==> config.mk <==
export PLATFORM = sky130hd
export DESIGN_NAME = mvd_front
export DESIGN_NICKNAME = d
export VERILOG_FILES = /design/src/rtl/mvd_pkg.sv /design/src/rtl/mvd_front.sv
export SDC_FILE = /design/constraint.sdc
export NUM_CORES = 1
export LEC_CHECK = 0
export ABC_AREA = 1
export BUFFER_PORTS_ARGS = -buffer_cell sky130_fd_sc_hd__clkbuf_2
export CORE_MARGIN = 3
export CORE_UTILIZATION = 25
export DETAILED_ROUTE_END_ITERATION = 7
export GPL_TIMING_DRIVEN = 0
export PLACE_DENSITY = 0.56
export SYNTH_ARGS = -nofsm -noshare
export SYNTH_HDL_FRONTEND = slang
export SYNTH_SLANG_ARGS = --single-unit
==> constraint.sdc <==
create_clock -name clk -period 4 [get_ports clk]
set_input_delay 0.4 -clock clk [delete_from_list [all_inputs] [get_ports clk]]
set_output_delay 0.4 -clock clk [all_outputs]
set_load 0.01 [all_outputs]
==> src/rtl/mvd_pkg.sv <==
package mvd_pkg;

    typedef enum logic [1:0] {
        OP_FILTER  = 2'd0,
        OP_DETECT  = 2'd1,
        OP_DRIFT   = 2'd2,
        OP_RESTART = 2'd3
    } op_t;

    typedef enum logic [2:0] {
        REG_BASE_X    = 3'd0,
        REG_BASE_Y    = 3'd1,
        REG_BASE_Z    = 3'd2,
        REG_START_THR = 3'd3,
        REG_FLOOR     = 3'd4,
        REG_CAP       = 3'd5,
        REG_GAIN      = 3'd6,
        REG_SHIFT     = 3'd7
    } reg_idx_t;

    localparam logic [7:0] PARK_EMPTY    = 8'd0;
    localparam logic [7:0] PARK_OCCUPIED = 8'd1;
    localparam logic [7:0] PARK_UNKNOWN  = 8'hFF;

    localparam logic [15:0] RST_START_THR = 16'd200;
    localparam logic [15:0] RST_FLOOR     = 16'd200;
    localparam logic [15:0] RST_CAP       = 16'd2000;
    localparam logic [3:0]  RST_GAIN      = 4'd4;
    localparam logic [2:0]  RST_SHIFT     = 3'd3;

    typedef struct packed {
        logic [1:0]         opcode;
        logic signed [15:0] sample_x;
        logic signed [15:0] sample_y;
        logic signed [15:0] sample_z;
        logic [7:0]         park_status;
        logic               change_seen;
    } in_item_t;

    typedef struct packed {
        logic               wake;
        logic [2:0]         activity_score;
        logic signed [15:0] filtered_x;
        logic signed [15:0] filtered_y;
        logic signed [15:0] filtered_z;
        logic [15:0]        threshold_now;
        logic [15:0]        noise_level;
        logic signed [15:0] baseline_x_out;
        logic signed [15:0] baseline_y_out;
        logic signed [15:0] baseline_z_out;
        logic               drift_applied;
    } out_item_t;

    typedef struct packed {
        logic [2:0]  index;
        logic [15:0] data;
    } cfg_item_t;

    // restart-time and filter settings handed to the back end
    typedef struct packed {
        logic signed [15:0] base_x;
        logic signed [15:0] base_y;
        logic signed [15:0] base_z;
        logic [15:0]        start_thr;
        logic [15:0]        floor_thr;
        logic [15:0]        cap_thr;
        logic [3:0]         gain;
        logic [2:0]         shift;
    } cfg_regs_t;

    // classified command from front to back
    typedef struct packed {
        op_t                op;
        logic signed [15:0] sx;
        logic signed [15:0] sy;
        logic signed [15:0] sz;
        logic               empty_mode;
        logic               occ_mode;
        logic               drift_ok;
    } cmd_t;

endpackage

==> src/rtl/mvd_front.sv <==
module mvd_front #(
    parameter int SAMPLE_WIDTH = 16
) (
    input  logic                clk,
    input  logic                rst_n,
    input  logic                in_valid,
    output logic                in_ready,
    input  mvd_pkg::in_item_t   in_data,
    output logic                q_valid,
    input  logic                q_ready,
    output mvd_pkg::cmd_t       q_data
);

    localparam int DEPTH = 2;

    mvd_pkg::cmd_t cmd;
    mvd_pkg::cmd_t fifo_mem [DEPTH];
    logic          wr_ptr_reg, wr_ptr_next;
    logic          rd_ptr_reg, rd_ptr_next;
    logic [1:0]    count_reg, count_next;
    logic          push, pop;

    // sign-extend the low sample bits
    function automatic logic signed [15:0] sext(input logic [15:0] v);
        logic signed [SAMPLE_WIDTH-1:0] t;
        t = v[SAMPLE_WIDTH-1:0];
        return 16'(t);
    endfunction

    // classify the beat
    always_comb
    begin
        cmd.op         = mvd_pkg::op_t'(in_data.opcode);
        cmd.sx         = sext(in_data.sample_x);
        cmd.sy         = sext(in_data.sample_y);
        cmd.sz         = sext(in_data.sample_z);
        cmd.empty_mode = (in_data.park_status == mvd_pkg::PARK_EMPTY)
                      || (in_data.park_status == mvd_pkg::PARK_UNKNOWN);
        cmd.occ_mode   = !cmd.empty_mode
                      && ((in_data.park_status == mvd_pkg::PARK_OCCUPIED)
                      || in_data.change_seen);
        cmd.drift_ok   = (in_data.park_status == mvd_pkg::PARK_EMPTY)
                      && !in_data.change_seen;
    end

    assign in_ready = (count_reg != 2'(DEPTH));
    assign q_valid  = (count_reg != 2'd0);
    assign push     = in_valid && in_ready;
    assign pop      = q_valid && q_ready;
    assign q_data   = fifo_mem[rd_ptr_reg];

    always_comb
    begin
        wr_ptr_next = push ? ~wr_ptr_reg : wr_ptr_reg;
        rd_ptr_next = pop ? ~rd_ptr_reg : rd_ptr_reg;
        count_next  = count_reg + 2'(push) - 2'(pop);
    end

    // queue storage
    always_ff @(posedge clk)
    begin
        if (push)
        begin
            fifo_mem[wr_ptr_reg] <= cmd;
        end
    end

    always_ff @(posedge clk or negedge rst_n)
    begin
        if (!rst_n)
        begin
            wr_ptr_reg <= 1'b0;
            rd_ptr_reg <= 1'b0;
            count_reg  <= 2'd0;
        end
        else
        begin
            wr_ptr_reg <= wr_ptr_next;
            rd_ptr_reg <= rd_ptr_next;
            count_reg  <= count_next;
        end
    end

    a_count_bound: assert property (@(posedge clk) disable iff (!rst_n)
        count_reg <= 2'(DEPTH)) else $error("queue overfilled");
    a_ptr_agree: assert property (@(posedge clk) disable iff (!rst_n)
        (count_reg == 2'd0 || count_reg == 2'(DEPTH)) |-> (wr_ptr_reg == rd_ptr_reg))
        else $error("queue pointers disagree with count");
    a_push_full: assert property (@(posedge clk) disable iff (!rst_n)
        (count_reg == 2'(DEPTH) && !pop) |=> (count_reg == 2'(DEPTH)))
        else $error("full queue lost an entry");

endmodule

Yosys cells after proc, flatten, opt, wreduce, memory -nomap -nowiden
Memories as Yosys holds them, arrays and structs flattened.
Index checks and enable logic that the tools add are counted.
Cells by class
  $add $sub $neg: 2
  eq/ne operators: 3
  mux-type cells: 2
  bitwise operators: 2
  reduce and logical (&&, ||, !) cells: 10
Operators with widths (count)
  $eq A8 B1 Y1 const B: 1
  $eq A8 B8 Y1 const B: 1
  $logic_not A8 Y1: 1
  $logic_and A1 B1 Y1: 4
  $add A2 B1 Y2: 1
  $logic_not A1 Y1: 2
  $logic_or A1 B1 Y1: 2
  $mux W1: 2
  $ne A2 B2 Y1 const B: 1
  $not A1 Y1: 2
  $reduce_bool A2 Y1: 1
  $sub A2 B1 Y2: 1
Word-level totals
  bits in registers: 4
  memory bits (writable): 106
  output and inout port bits: 55
  logic and storage cells: 23
  memories: 1
Memory list
  fifo_mem: words 2, width 53, rd ports 1, clocked after Yosys merged registers in 0, write ports 1, RTL line mvd_front.sv:17  | mvd_pkg::cmd_t fifo_mem [DEPTH];

Depth between registers and ports, before layout
  depth after elaboration: 4
  depth in mapped cells: 11

Worst setup path before layout
No wires, ideal clock.
  path type: flip-flop to flip-flop
  start point: register count_reg[1]
  end point: memory fifo_mem[1][0] in the netlist's numbering, enable pin
  library setup time: 0.465 ns
  data arrival time: 2.918 ns
  slack: 0.617 ns
  stages on the path, launching flop included: 4
  buffers on the path: 0
  cell sequence: dfrtp_1 nand2_1 nand2_1 nor2_1
On the way
  longest elaborated chain between the ends: 4
Ends and longest elaborated chain
  from (decl): RTL line mvd_front.sv:20  | logic [1:0] count_reg, count_next;
  from (signal assigned): RTL line mvd_front.sv:80  | count_reg <= count_next;
  $ne A2 B2 Y1: RTL line mvd_front.sv:46  | assign in_ready = (count_reg != 2'(DEPTH));
  net in_ready: RTL line mvd_front.sv:7  | output logic in_ready,
  $logic_and A1 B1 Y1: RTL line mvd_front.sv:48  | assign push = in_valid && in_ready;
  $mux W1: RTL line mvd_front.sv:62  | if (push)
  $mux W1 (implied by the code): RTL line mvd_front.sv:64  | fifo_mem[wr_ptr_reg] <= cmd;
  to (decl): RTL line mvd_front.sv:17
The timed path passes the listed nets, and every way through them passes these cells.

Worst setup path in the final report
  start point: register count_reg[1]
  end point: memory fifo_mem[1][12] in the netlist's numbering, enable pin
On the way
  longest elaborated chain between the ends: 4
Ends and longest elaborated chain (RTL line)
  $ne A2 B2 Y1: mvd_front.sv:46
  $logic_and A1 B1 Y1: mvd_front.sv:48
  $mux W1: mvd_front.sv:62
  $mux W1 (implied by the code): mvd_front.sv:64
Every way passes these cells.

==> metrics <==
pwr dens 706.7 nW/um2; Syn Inst Count 323; Final Critical Period 2.064 ns; crit end category flop; top-area cell type share of the netlist area 0.7601; worst path required time 4.03 ns; top cells by area in the synthesized netlist edfxtp_1, nand2_1, dfrtp_1; initial drt markers 112; die area 18340 um2; ANT cells 0; Fin. Hold Viols 0; cell area after layout 5383 um2; number of synthesized register bits 110; Min Hold Slack 0.2448 ns; CTS buffer count 9; share of cells above drive strength 1 0.3239; global route overflow 0; maximum vdd drop 229.3 uV; CTS HTree Levels 3; launch point of the worst reg-to-reg path count_reg[1]; WS Path Type flop to flop; Least-Margin Pin Slew 0.8653 ns; Final Setup Violations 0; Crit path largest cell delay 0.72 ns; Slew HR 0.4218; Cell Chain, Critical Path nand2_1 -> nand2_1 -> nor2_4 -> buf_12; NumNets Final 519; DP Area 5119 um2; Avg Cell Area, Syn 12.97 um2; largest net degree at the start of global routing 30; CTS clock-pin slew for the worst setup and hold paths 0.07 ns; Starting Density 0.2599; slowest CP cell nor2_4; r2r endpoint fifo_mem[1][12]; 1st-pass router iterations 4; # fillers 1613; DRC violations left 0; hold depth 1; post-DP HPWL 6.262 mm; status finished clean; synth unique cells 18; crit path buf inv count 1; IO Pins 118; Leak 2.319 nW; skew final 0.01074 ns; Synth warnings 0; Root Buffer clkbuf_16; Syn Std Cell Area 4188 um2; drt wl/cell 13.12 um; Die Wd 135.4 um; vias in the first global route 2656; Register-to-Register Setup Slack 1.94 ns; FF-to-FF path depth 4; WP data arrival 2.10 ns; hold endpoint fifo_mem[1][47]; CTS tree yes; Crit Path Max Fanout 29; commonest non-fill, non-tap cell in the layout nand2_1; synth-to-layout area growth 28.53%; Worst Hold Class primary input to flop; fmax 484.4 MHz; Top cell by count, worst path nand2_1; Clock Latency Late Sink 0.34 ns; register area share after synthesis 0.7840; commonest cells after routing, fill and taps aside nand2_1, clkbuf_2, edfxtp_1; Total Wirelength 8.871 mm; num rows 46; Detail Route Antenna Nets 0; Final Power 3.804 mW; Clock Sinks 110; RSZ-0062 raised after global routing no; Levels on crit path 4; Overall Global Routing Usage 0.09880; Vias/cell 3.936; port bufs 117; Clock Tree Buf Depth 2; Die Y 135.4 um; Final Wtd Congestion 0.7207; Synth area leader edfxtp_1; via count 2661; Crit path max-delay family simple AND/OR/NAND/NOR gates; pins over their slew limit 0; first-pass GRT wire length 13.79 mm; initial antenna violation count 0; HP Start in_data[53]; Critical Path Source Type flop; max reg flops 106; max-cap viol count 0; Final period util 0.5161; core area 16120 um2; Net Count, Synth 387
-- through the flow --
step	cells	worst slack [ns]	utilization	TNS, ns
after floorplan	323	0.6167	-	0
after global placement	656	-1.054	0.3130	-98.99
after detailed placement	659	1.884	0.3176	0
after CTS	676	1.871	0.3340	0
after global routing	676	1.754	0.3340	0
final	676	1.936	0.3340	0
-- synthesized netlist by cell type, drive strengths merged --
| cell type | instances |
|---|---|
| nand2 | 174 |
| nor3 | 1 |
| nand3 | 1 |
| xor2 | 1 |
| edfxtp | 106 |
| xnor2 | 1 |
| ha | 1 |
| dfrtp | 4 |
| nand4 | 1 |
| inv | 6 |
| buf | 11 |
| nor2 | 14 |
| or2 | 1 |
| o21ai | 1 |
-- layer usage --
metal | vias to the layer above | GRT usage | share of wire
li1 | 1344 | - | -
met1 | 1216 | 0.1209 | 0.44
met2 | 90 | 0.1565 | 0.46
met3 | 11 | 0.03789 | 0.086
met4 | 0 | 0.04199 | 0.014
met5 | - | 0 | 0
-- logic make-up (layout without fill, tap and decap cells) --
group | Yosys count | after routing | share of synthesized area
flops | 110 | 110 | 0.7840
simple gates | 192 | 192 | 0.1775
xor+xnor | 2 | 2 | 0.005977
fa+ha+maj | 1 | 1 | 0.002987
compound gates | 1 | 1 | 0.001194
buf+inv | 17 | 154 | 0.02838
-- power by group --
part / switching, mW / internal (mW) / leakage [nW]
logic: 0.883 / 0.493 / 1.16
registers: 0.0616 / 1.57 / 1.03
clock network: 0.373 / 0.422 / 0.125
-- worst max path at each step --
stage            startpoint              end
2_1_floorplan  count_reg[1]   fifo_mem[1][0]
3_3_place_gp       in_valid  fifo_mem[1][14]
3_5_place_dp   count_reg[1]   fifo_mem[1][6]
4_1_cts        count_reg[1]  fifo_mem[1][16]
5_1_grt        count_reg[0]  fifo_mem[1][12]
6_report       count_reg[1]  fifo_mem[1][12]
-- what timing repair did --
action | in CTS | in global routing
hold buffers | 1 | 0
setup buffers | 0 | 0
gates resized for setup | 0 | 0
hold endpoints to repair | 4 | 0
-- cell type report --
type                            instances  area [um2]  share of cell area
Inverter                                6       27.53            0.005114
Sequential cell                       110        3283              0.6099
Buffer                                 11       91.34             0.01697
Multi-Input combinational cell        196       800.8              0.1488
Tap cell                              216       270.3             0.05021
Timing Repair Buffer                  121       655.6              0.1218
Clock inverter                          2       10.01            0.001860
Clock buffer                           14       244.0             0.04533
(Power assumes the default switching activity.)
